[config.mk]
export PLATFORM = sky130hd
export DESIGN_NAME = phased_record_sync_decoder
export DESIGN_NICKNAME = d
export VERILOG_FILES = /design/src/hw/rtl/prsd_pkg.sv /design/src/hw/rtl/prsd_cell.sv /design/src/hw/rtl/phased_record_sync_decoder.sv
export SDC_FILE = /design/constraint.sdc
export NUM_CORES = 1
export LEC_CHECK = 0
export BUFFER_PORTS_ARGS = -buffer_cell sky130_fd_sc_hd__buf_4
export CORE_ASPECT_RATIO = 1.2
export CORE_MARGIN = 2
export CORE_UTILIZATION = 55
export DETAILED_ROUTE_END_ITERATION = 8
export PLACE_DENSITY = 0.76
export SLEW_MARGIN = 20
export SYNTH_ARGS = -nofsm -noshare
export SYNTH_HDL_FRONTEND = slang
export SYNTH_SLANG_ARGS = --single-unit
[constraint.sdc]
create_clock -name i_clk -period 22.4 [get_ports i_clk]
set_input_delay 2.24 -clock i_clk [delete_from_list [all_inputs] [get_ports i_clk]]
set_output_delay 2.24 -clock i_clk [all_outputs]
set_load 0.02 [all_outputs]
[src/hw/rtl/prsd_pkg.sv]
// ----------------------------------------------------------------------------
// prsd_pkg
// Shared types, constants and the word decode for the record sync decoder.
// ----------------------------------------------------------------------------
package prsd_pkg;

    localparam int RECORD_BYTES = 14;
    localparam int CELLS        = RECORD_BYTES - 1;
    localparam int CNT_W        = $clog2(RECORD_BYTES);
    localparam int WORDS_OUT    = 7;

    localparam logic [7:0] MISS_LIMIT_RESET = 8'd10;
    localparam logic [7:0] MISS_MAX         = 8'hFF;

    typedef enum logic {
        KIND_REPORT = 1'b0,
        KIND_RESYNC = 1'b1
    } t_kind;

    typedef struct packed {
        t_kind                            kind;
        logic [WORDS_OUT-1:0][15:0]       words;
    } t_result;

    // The low byte loses its sync bit; the pair forms {hi[6:0], lo[6:0], 00}.
    function automatic logic [15:0] decode_word(input logic [7:0] lo, input logic [7:0] hi);
        decode_word = {hi[6:0], lo[6:0], 2'b00};
    endfunction

endpackage

[src/hw/rtl/prsd_cell.sv]
// ----------------------------------------------------------------------------
// prsd_cell
// One byte cell of the record shift chain.
// ----------------------------------------------------------------------------
module prsd_cell (
    input  logic       i_clk,
    input  logic       i_shift,
    input  logic [7:0] i_byte,
    output logic [7:0] o_byte
);

    logic [7:0] r_byte;

    always_ff @(posedge i_clk) begin
        if (i_shift) begin
            r_byte <= i_byte;
        end
    end

    assign o_byte = r_byte;

endmodule

[src/hw/rtl/phased_record_sync_decoder.sv]
// ----------------------------------------------------------------------------
// phased_record_sync_decoder
// Hunts for record sync in a serial byte stream and decodes complete records.
// ----------------------------------------------------------------------------
// The block takes one byte per clock cycle. Received bytes run through a chain
// of byte cells; on the last byte of a record the seven words are decoded
// from the chain and the incoming byte in the same cycle, and the result
// goes to the output register, or to the skid register behind it while a
// stalled result waits there. The skid register lets the input keep taking
// bytes while a result waits; the input stalls only when both hold a request.
module phased_record_sync_decoder (
    input  logic               i_clk,
    input  logic               i_rst_n,
    input  logic               i_cfg_wr_en,
    input  logic [7:0]         i_cfg_wr_data,
    input  logic               i_valid,
    output logic               o_stall,
    input  logic [7:0]         i_rx_byte,
    output logic               o_valid,
    input  logic               i_stall,
    output logic               o_kind,
    output logic signed [15:0] o_pos_x,
    output logic signed [15:0] o_pos_y,
    output logic signed [15:0] o_pos_z,
    output logic signed [15:0] o_quat_w,
    output logic signed [15:0] o_quat_x,
    output logic signed [15:0] o_quat_y,
    output logic signed [15:0] o_quat_z
);

    import prsd_pkg::*;

    logic [7:0]       r_miss_limit;
    logic             r_in_record;
    logic [CNT_W-1:0] r_count;
    logic [7:0]       r_miss;
    logic             r_out_v;
    logic             r_skd_v;
    t_result          r_out;
    t_result          r_skd;

    logic             n_in_record;
    logic [CNT_W-1:0] n_count;
    logic [7:0]       n_miss;
    logic [7:0]       w_miss_inc;
    logic             w_accept;
    logic             w_res_v;
    t_result          w_res;
    logic [7:0]       w_chain [CELLS];
    logic [7:0]       w_rec [RECORD_BYTES];
    logic [WORDS_OUT-1:0][15:0] w_words;

    assign w_accept = i_valid & ~r_skd_v;
    assign o_stall  = r_skd_v;

    genvar g;
    generate
        for (g = 0; g < CELLS; g++) begin : g_cell
            prsd_cell u_cell (
                .i_clk  (i_clk),
                .i_shift(w_accept),
                .i_byte ((g == 0) ? i_rx_byte : w_chain[(g == 0) ? 0 : g-1]),
                .o_byte (w_chain[g])
            );
        end
        for (g = 0; g < RECORD_BYTES; g++) begin : g_rec
            if (g == RECORD_BYTES - 1) begin : g_last
                assign w_rec[g] = i_rx_byte;
            end else begin : g_held
                assign w_rec[g] = w_chain[RECORD_BYTES - 2 - g];
            end
        end
        for (g = 0; g < WORDS_OUT; g++) begin : g_word
            if (2 * g + 1 < RECORD_BYTES) begin : g_used
                assign w_words[g] = decode_word(w_rec[2*g], w_rec[2*g+1]);
            end else begin : g_none
                assign w_words[g] = 16'd0;
            end
        end
    endgenerate

    assign w_miss_inc = (r_miss == MISS_MAX) ? MISS_MAX : r_miss + 8'd1;

    always_comb begin
        n_in_record = r_in_record;
        n_count     = r_count;
        n_miss      = r_miss;
        w_res_v     = 1'b0;
        w_res.kind  = KIND_REPORT;
        w_res.words = w_words;
        if (w_accept) begin
            if (!r_in_record) begin
                if (!i_rx_byte[7]) begin
                    n_miss = w_miss_inc;
                    if (w_miss_inc > r_miss_limit) begin
                        w_res_v     = 1'b1;
                        w_res.kind  = KIND_RESYNC;
                        w_res.words = '0;
                    end
                end else begin
                    n_miss      = 8'd0;
                    n_count     = CNT_W'(1);
                    n_in_record = 1'b1;
                end
            end else if (r_count == CNT_W'(RECORD_BYTES - 1)) begin
                w_res_v     = 1'b1;
                n_in_record = 1'b0;
                n_count     = '0;
            end else begin
                n_count = CNT_W'(r_count + 1'b1);
            end
        end
    end

    always_ff @(posedge i_clk) begin
        if (!i_rst_n) begin
            r_miss_limit <= MISS_LIMIT_RESET;
            r_in_record  <= 1'b0;
            r_count      <= '0;
            r_miss       <= 8'd0;
            r_out_v      <= 1'b0;
            r_skd_v      <= 1'b0;
        end else begin
            if (i_cfg_wr_en) begin
                r_miss_limit <= i_cfg_wr_data;
            end
            r_in_record <= n_in_record;
            r_count     <= n_count;
            r_miss      <= n_miss;
            if (!r_out_v || !i_stall) begin
                if (r_skd_v) begin
                    r_out_v <= 1'b1;
                    r_skd_v <= 1'b0;
                end else begin
                    r_out_v <= w_res_v;
                end
            end else if (w_res_v) begin
                r_skd_v <= 1'b1;
            end
        end
    end

    always_ff @(posedge i_clk) begin
        if (!r_out_v || !i_stall) begin
            r_out <= r_skd_v ? r_skd : w_res;
        end else if (w_res_v) begin
            r_skd <= w_res;
        end
    end

    assign o_valid  = r_out_v;
    assign o_kind   = r_out.kind;
    assign o_pos_x  = $signed(r_out.words[0]);
    assign o_pos_y  = $signed(r_out.words[1]);
    assign o_pos_z  = $signed(r_out.words[2]);
    assign o_quat_w = $signed(r_out.words[3]);
    assign o_quat_x = $signed(r_out.words[4]);
    assign o_quat_y = $signed(r_out.words[5]);
    assign o_quat_z = $signed(r_out.words[6]);

endmodule

=== Word-level counts from Yosys, hierarchy flattened ===
Index checks and enable logic that the tools add are counted.

* $add $sub $neg: 2
* Reduce and logical (&&, ||, !) cells: 8
* Order comparisons: 1
* Muxes and demuxes: 19
* Bitwise logic cells: 5
* Eq/ne operators: 2

{| class="wikitable"
|+ Operators with widths
! kind !! count
|-
| 2-to-1 mux 113 bit || 5
|-
| 2-to-1 mux 8 bit || 2
|-
| 2-to-1 mux 4 bit || 3
|-
| 2-to-1 mux 1 bit || 9
|-
| adder 8 x 1 -> 8 bit, second input constant || 1
|-
| == test 8 bit, second input constant || 1
|-
| > comparator 8 bit || 1
|-
| AND reduction 2 bit || 3
|-
| adder 4 x 1 -> 4 bit, second input constant || 1
|-
| == test 4 bit, second input constant || 1
|-
| inverter 1 bit || 4
|-
| logical NOT 1 bit || 2
|-
| nonzero test 2 bit || 1
|-
| OR reduction 2 bit || 1
|-
| bitwise AND 1 bit || 1
|-
| logical OR 1 bit || 1
|}

* Bits in registers: 340
* Bits of input ports: 21
* Output and inout bits: 115
* Word-level logic and storage cells: 72

=== Longest topological paths before layout ===
Gate-level depths: netlist (run 1).

* Word-level depth: 8
* Mapped depth: 14
* Gate-level depth less buffers: 12

=== Cells and area by module ===
From an unflattened synthesis (run 1), not the netlist that was laid out.

* Cell total of the unflattened synthesis: 824
* Area total of the unflattened synthesis: 12806.0 µm²

{| class="wikitable"
|+ By module, submodules not included
! module !! cells an instance !! times used !! area an instance (µm²) !! seq. area each (µm²)
|-
| phased_record_sync_decoder || 720 || 1 || 9683.0 || 6406.1
|-
| prsd_cell || 8 || 13 || 240.2 || 240.2
|}

=== Worst setup path before layout (run 1) ===
OpenSTA, ideal clock, no wires.

* Path kind: input-to-reg
* From: input port i_stall
* To: register r_skd[100] (netlist name) (enable)
* Arrival: 9530 ps
* Path slack: 12281 ps
* Setup time: 588 ps
* Stages: 2
* Buffers on the path: 0
* Required time: 21812 ps
* Cell sequence: nand2_1 a21oi_1

* Word-level cells in the longest chain between the ends: 4

{| class="wikitable"
|+ Ends and longest elaborated chain
! element !! line !! RTL
|-
| from (decl) || phased_record_sync_decoder.sv:20 || <nowiki>input logic i_stall,</nowiki>
|-
| logical NOT 1 bit || phased_record_sync_decoder.sv:144 || <nowiki>if (!r_out_v || !i_stall) begin</nowiki>
|-
| logical OR 1 bit || phased_record_sync_decoder.sv:144 ||
|-
| inverter 1 bit (no source line) || - ||
|-
| AND reduction 2 bit (no source line) || - ||
|-
| to (signal assigned) || phased_record_sync_decoder.sv:147 || <nowiki>r_skd <= w_res;</nowiki>
|-
| to (decl) || phased_record_sync_decoder.sv:40 || <nowiki>t_result r_skd;</nowiki>
|}

No other way between the ends.
A chain may end at the register's enable or synchronous reset.

=== Worst setup path after layout (run 1) ===
* From: register r_miss[0]
* To: register r_out, in the netlist o_quat_y[5] (data pin)

* Word-level cells in the longest chain between the ends: 8
* Elaborated cells on any way between the ends: 9
* Those cells by class: add/sub (1); order compare (1); eq/ne (1); mux (6)

{| class="wikitable"
|+ Ends and longest elaborated chain
! element !! line !! RTL
|-
| from (decl) || phased_record_sync_decoder.sv:36 || <nowiki>logic [7:0] r_miss;</nowiki>
|-
| from (signal assigned) || phased_record_sync_decoder.sv:129 || <nowiki>r_miss <= n_miss;</nowiki>
|-
| adder 8 x 1 -> 8 bit / == test 8 bit (equally long branches) || phased_record_sync_decoder.sv:82 || <nowiki>assign w_miss_inc = (r_miss == MISS_MAX) ? MISS_MAX : r_miss + 8'd1;</nowiki>
|-
| 2-to-1 mux 8 bit * || phased_record_sync_decoder.sv:82 ||
|-
| > comparator 8 bit * || phased_record_sync_decoder.sv:95 || <nowiki>if (w_miss_inc > r_miss_limit) begin</nowiki>
|-
| 2-to-1 mux 113 bit * || phased_record_sync_decoder.sv:95 ||
|-
| 2-to-1 mux 113 bit * || phased_record_sync_decoder.sv:93 || <nowiki>if (!i_rx_byte[7]) begin</nowiki>
|-
| 2-to-1 mux 113 bit * || phased_record_sync_decoder.sv:92 || <nowiki>if (!r_in_record) begin</nowiki>
|-
| 2-to-1 mux 113 bit * || phased_record_sync_decoder.sv:91 || <nowiki>if (w_accept) begin</nowiki>
|-
| 2-to-1 mux 113 bit * || phased_record_sync_decoder.sv:145 || <nowiki>r_out <= r_skd_v ? r_skd : w_res;</nowiki>
|-
| to (signal assigned) || phased_record_sync_decoder.sv:145 ||
|-
| to (decl) || phased_record_sync_decoder.sv:39 || <nowiki>t_result r_out;</nowiki>
|}

Mark *: on every way between the ends. The rest lies on a longest branch, timed or not.

==> flow_summary.json, run 1 <==
{
  "finalSetupTns_ps": 0,
  "cts-hold-fix-buffers": 0,
  "grt_setup_unrepaired": "false",
  "path_category_of_the_worst_min_delay_check": "register to register",
  "routed_wirelength_um": 23300,
  "routabilityCongestion": 0.785,
  "detailroute.via_count": 7142,
  "cap_violations": 0,
  "final_hold_viol_count": 0,
  "first_global_vias": 7044,
  "synthesis.area_um2": 12200,
  "grt_start_max_net_pins": 104,
  "drt-wirelength-per-cell_um": 17.7,
  "combinationalPowerShare_pct": 5.2,
  "critPathArrivalTime_ps": 5350,
  "later_pin_clock_latency_in_the_skew_report_ps": 530,
  "family_with_the_most_delay_on_the_worst_path": "buffers and inverters",
  "top_signal_layer_used": "met4",
  "outcome": "finished clean",
  "drive_above_1_share_pct": 18.7,
  "antenna-diode-count": 0,
  "global_route.overflow_total": 0,
  "slew_viol_final": 0,
  "numClockSinks": 312,
  "setup.worst_path.class": "register to register",
  "cts_setup_buffers": 0,
  "crit_fanout": 103,
  "tritoncts": "built",
  "route.detailed.vias_per_inst": 5.44,
  "crit_buf_inv": 3,
  "fin_crit_sh_pct": 22.3,
  "setup_violations": 0,
  "p_clk_share_pct": 41.0,
  "synth_ff_type": "edfxtp_1",
  "finalCriticalPeriod_ps": 5010,
  "number_of_rows_created_at_floorplan": 59,
  "floorplan.die.width_um": 140,
  "met2_length_um": 12000,
  "synth_cell_type_count": 43,
  "ys_seq_area_share_pct": 74.9,
  "timing.critical_path.from_type": "register",
  "powerDensity_nw_per_um2": 87.2,
  "cts_made_buffers": 29,
  "finish.utilization_pct": 66.0,
  "synthesis.instances": 903,
  "drt_iter0_drc": 591,
  "cts_max_path_buffers": 3,
  "p_sw_mw": 0.256,
  "cp_data_required_time_ps": 22740,
  "io_buffers": 121,
  "worstPathCellList": "ha_1, and3_1, nand3_1, and2_1, ha_1, nand4_1, nand2b_1, and3_1, a41oi_4, buf_4, clkinv_2, buf_4, o21ai_0",
  "chipHeight_um": 167,
  "grt_antenna_before_repair": 0,
  "max-slew-margin-rel_pct": 29.1,
  "critical_path.slowest_cell": "buf_4",
  "grt_pass1_wl_um": 36300,
  "timing.fmax_mhz": 200,
  "max_slew.worst_pin.slew_ps": 1060,
  "nFillCells": 1522,
  "crit_path_max_incr_delay_ps": 710,
  "yosys_register_bits": 312,
  "area_delta_synth_final_pct": 17.5,
  "h-tree-depth": 1,
  "synth_edf_count": 289,
  "cts-root-buf": "clkbuf_16",
  "power.static_leakage_nw": 5.42,
  "nets": 1049,
  "power_switching_share_pct": 20.5,
  "cts.repair.resized": 0,
  "vdd_ir_drop_max_uv": 85.5,
  "clock_skew_ps": 10.6,
  "ant_nets": 0,
  "grt.total_usage_pct": 19.4,
  "met3RoutedLength_um": 1620,
  "post-dp-hpwl_um": 13600,
  "dieArea_um2": 23400,
  "drt-pass1-iter-count": 5,
  "core_region_area_um2": 21700,
  "postSynthAreaPerCell_um2": 13.5,
  "seq_power_share_pct": 53.8,
  "initial_utilization_pct": 56.2,
  "drc": 0,
  "ios": 136,
  "synth_async_reset_ratio_pct": 0,
  "clk_transition_reported_paths_ps": 60,
  "wirelength_met1_um": 9040,
  "synth.yosys.warnings": 0,
  "endpoint_kind": "register",
  "internal_power_mw": 0.994
}
==> worst register-to-register path: stages (launching register included) <==
cell and delay (ps):
dfxtp_1 400, ha_1 290, and3_1 270, nand3_1 290, and2_1 300, ha_1 280, nand4_1 160, nand2b_1 180
and3_1 200, a41oi_4 150, buf_4 710, clkinv_2 710, buf_4 540, o21ai_0 350
==> per-layer routing <==
metal  vias to the layer above  track usage (%)
li1                       3389                -
met1                      3462             23.9
met2                       248             34.3
met3                        43             4.15
met4                         0             5.96
met5                         -                0
==> flip-flops by register name, indices dropped and copies added (netlist names) <==
name and flops:
r_in_record 1, o_quat_x 14, r_count 4, o_pos_z 14
o_pos_y 14, o_quat_z 14, o_valid 1, o_pos_x 14
r_miss 8, r_skd 99, o_quat_w 14, o_stall 1
o_quat_y 14, r_miss_limit 8, o_kind 1, g_cell.u_cell.o_byte 91
==> per-stage QoR <==
stage	area, µm²	hold slack, ps	std cells	setup slack (ps)	total power, mW
after detailed placement	13300	455	1258	16560	0.751
after global placement	13300	455	1258	16620	0.748
after global routing	14300	490	1313	16960	1.29
final	14300	468	1313	17390	1.25
after floorplan	12300	441	916	12280	0.722
after CTS	14300	469	1311	17150	1.26
==> synth_stat cells (2+ instances only) <==
cell type / count / area, µm²
a41oi_1: 2 / 17.5
inv_2: 2 / 7.51
nor2_1: 19 / 71.3
buf_4: 15 / 113
clkbuf_2: 16 / 80.1
edfxtp_1: 289 / 8680
o211ai_1: 2 / 15.0
dfxtp_1: 23 / 460
a31oi_1: 2 / 12.5
nand3_1: 7 / 35.0
nor3_1: 3 / 15.0
and3_1: 4 / 25.0
a21oi_1: 14 / 70.1
and4_1: 2 / 17.5
clkbuf_1: 25 / 93.8
and2_1: 101 / 632
o21ai_0: 100 / 500
ha_1: 11 / 138
xnor2_1: 2 / 17.5
nand2b_1: 4 / 25.0
nand2_1: 210 / 788
inv_1: 11 / 41.3
buf_6: 2 / 22.5
o21ai_2: 9 / 78.8
mux2i_1: 7 / 70.1
a22oi_1: 4 / 30.0
==> layout make-up <==
type | instances | area, µm² | area share, %
Multi-Input combinational cell | 530 | 2770 | 19.3
Clock inverter | 20 | 260 | 1.82
Tap cell | 274 | 343 | 2.39
Sequential cell | 312 | 9140 | 63.8
Inverter | 14 | 57.6 | 0.402
Timing Repair Buffer | 130 | 1020 | 7.11
Clock buffer | 33 | 741 | 5.17
==> power by group through the flow <==
stage	Sequential [mW]	Combinational [mW]	Clock (mW)
after global placement	0.685	0.0632	0
after floorplan	0.695	0.0270	0
after global routing	0.675	0.0710	0.541
final	0.673	0.0653	0.512
after detailed placement	0.686	0.0655	0
after CTS	0.673	0.0657	0.520
==> layout by cell type, fill, tap and decap left out, types with 6 or more instances in the layout <==
cell         n
clkinv_2    10
ha_1        11
nand2_1    209
conb_1      14
edfxtp_1   289
a21oi_1     13
buf_4      127
inv_1       11
nand3_1      7
nor2_1      19
o21ai_2      9
and2_1     101
mux2i_1      7
bufinv_16    6
clkbuf_16   29
dfxtp_1     22
o21ai_0    100
==> worst paths after layout <==
check                              from  slack (ps)                    endpoint  cells after the start
max                           r_miss[0]       17390                 o_quat_y[5]                     13
min          g_cell[8].u_cell.o_byte[5]         470  g_cell[9].u_cell.o_byte[5]                      0
max reg2reg                   r_miss[0]       17390                 o_quat_y[5]                     13
min reg2reg  g_cell[8].u_cell.o_byte[5]         470  g_cell[9].u_cell.o_byte[5]                      0
==> logic make-up (layout without fill, tap and decap cells) <==
| kind of cell | count (synthesis) | in the layout | synth area share [%] |
|---|---|---|---|
| other | 1 | 14 | 0.0307 |
| XOR/XNOR | 3 | 3 | 0.215 |
| buffers and inverters | 74 | 197 | 3.04 |
| AND/OR/NAND/NOR | 354 | 354 | 13.5 |
| multiplexers | 8 | 8 | 0.667 |
| adder cells (fa/ha/maj) | 11 | 11 | 1.13 |
| AO/OA/AOI/OAI | 140 | 140 | 6.49 |
| flip-flops | 312 | 312 | 74.9 |
Note: power is estimated with default switching activity, not from simulation.
==> run 2, diff against run 1 <==
- clock period: 22.4 -> 5.1 ns (I/O delays scaled with it)
==> run 2 against run 1 <==
Against the previous run: power increased to 4.2 times the previous value; non-clock buffer count increased by 1; sequential share of layout area rose by 0.41 points; flip-flop and latch count is the same; via count is 0.90% lower; register-to-register slack got worse by 16000 ps; worst setup slack got worse by 16000 ps; largest cell class unchanged; largest power group unchanged.
==> flow_summary.json, run 2 (same netlist as run 1, synthesis figures left out) <==
{
  "outcome": "finished clean",
  "floorplan.die.width_um": 140,
  "grt_setup_unrepaired": "false",
  "cts_max_path_buffers": 3,
  "fin_crit_sh_pct": 74.9,
  "chipHeight_um": 167,
  "worstSetupEndpoint": "o_pos_z[13]",
  "finalSetupTns_ps": 0,
  "numClockSinks": 312,
  "layout_commonest_cell": "edfxtp_1",
  "tritoncts": "built",
  "timing.hold.worst_path_depth": 1,
  "startpoint": "r_miss[1]",
  "final_hold_viol_count": 0,
  "cts.repair.resized": 0,
  "first_global_vias": 7056,
  "cts_made_buffers": 29,
  "core_region_area_um2": 21700,
  "routabilityCongestion": 0.778,
  "grt.total_usage_pct": 19.4,
  "routed_wirelength_um": 23000,
  "dieArea_um2": 23400,
  "cap_violations": 0,
  "global_route.overflow_total": 0,
  "nets": 1050,
  "endpoint_of_the_worst_slack_reg_to_reg_timing_path": "o_pos_z[13]",
  "ff2ff_path_depth": 13,
  "drt-pass1-iter-count": 5,
  "largest_register_ffs": 99,
  "io_buffers": 121,
  "vdd_ir_drop_max_uv": 346,
  "fin_ws_ps": 1280,
  "grt_pass1_wl_um": 36400,
  "number_of_rows_created_at_floorplan": 59,
  "slew_viol_final": 0,
  "cts-hold-fix-buffers": 0,
  "post-dp-hpwl_um": 13500,
  "ant_nets": 0,
  "setup_violations": 0,
  "later_pin_clock_latency_in_the_skew_report_ps": 540,
  "antenna-diode-count": 0,
  "timing.critical_path.from_type": "register",
  "crit_fanout": 68,
  "cts-root-buf": "clkbuf_16",
  "initial_utilization_pct": 56.2,
  "critPathArrivalTime_ps": 4140,
  "h-tree-depth": 1,
  "grt_start_max_net_pins": 76,
  "registers.top_by_ff_count": "r_skd",
  "path_category_of_the_worst_min_delay_check": "input port to register",
  "max_slew.worst_pin.slew_ps": 1020,
  "worst_r2r_startpoint": "r_miss[1]",
  "clk_transition_reported_paths_ps": 70,
  "ios": 136,
  "endpoint_kind": "register",
  "detailroute.via_count": 7078,
  "area_delta_synth_final_pct": 16.8,
  "power.static_leakage_nw": 5.35,
  "drt_iter0_drc": 723,
  "drt-wirelength-per-cell_um": 17.5,
  "grt_antenna_before_repair": 0,
  "max-slew-margin-rel_pct": 31.8,
  "setup.worst_path.class": "register to register",
  "dp_worst_setup_slack_ps": 1310,
  "drc": 0,
  "finalCriticalPeriod_ps": 3820,
  "timing.fmax_mhz": 262,
  "route.detailed.vias_per_inst": 5.40,
  "cp_data_required_time_ps": 5420,
  "cts_setup_buffers": 0,
  "clock_skew_ps": 23.2,
  "powerDensity_nw_per_um2": 372,
  "drive_above_1_share_pct": 18.9,
  "ff2ff_setup_slack_ps": 1280,
  "layout_common_cells": "edfxtp_1, nand2_1, buf_4"
}
-- run 2: report_power, final --
group          leakage [nW]  internal, mW  total (mW)  switching (mW)
logic                  1.89         0.119       0.285           0.165
clock network         0.434          1.19        2.06           0.870
registers              3.02          2.90        2.96          0.0582
-- run 2: routing by layer --
layer,wire (µm),vias to the layer above,share of wire [%],GRT usage (%)
met5,0,-,0,0
met4,564,0,2.5,6.30
met3,1450,34,6.3,3.86
met2,11700,212,51,33.4
met1,9330,3455,41,24.9
li1,-,3377,-,-
-- run 2: final cells by class --
class / instances / area [µm²]
flip-flops and latches: 312 / 9150
fillers: 1585 / 7450
multi-input cells: 530 / 2830
repair buffers: 131 / 983
clock buffers: 35 / 748
well taps: 274 / 343
clock inverters: 15 / 148
inverters: 14 / 57.6
-- run 2: worst min-delay path by stage --
stage,start,endpoint
2_1_floorplan,g_cell[9].u_cell.o_byte[0],g_cell[10].u_cell.o_byte[0]
3_3_place_gp,g_cell[8].u_cell.o_byte[3],g_cell[9].u_cell.o_byte[3]
3_5_place_dp,g_cell[0].u_cell.o_byte[5],g_cell[1].u_cell.o_byte[5]
4_1_cts,i_rx_byte[2],g_cell[0].u_cell.o_byte[2]
5_1_grt,i_rx_byte[3],g_cell[0].u_cell.o_byte[3]
6_report,i_rx_byte[2],g_cell[0].u_cell.o_byte[2]
-- run 2: per-stage QoR --
stage	cells	hold WS (ps)	power (mW)	area [µm²]	utilization [%]
6_report	1311	166	5.30	14300	65.7
5_1_grt	1311	151	5.48	14300	65.7
4_1_cts	1311	143	5.34	14300	65.7
3_5_place_dp	1261	451	3.30	13400	61.6
3_3_place_gp	1261	447	3.29	13400	61.6
2_1_floorplan	916	441	3.17	12300	-
-- run 2: worst max-delay path, cell delays in order, from the launching register on --
cell and delay (ps):
dfxtp_4 380, ha_4 160, and3_4 220, nand3_2 180, and2_1 240, ha_1 270
nand4_1 170, nand2b_1 200, and3_1 210, a41oi_4 240, buf_4 470, clkinv_2 130
buf_4 330, o21ai_0 350
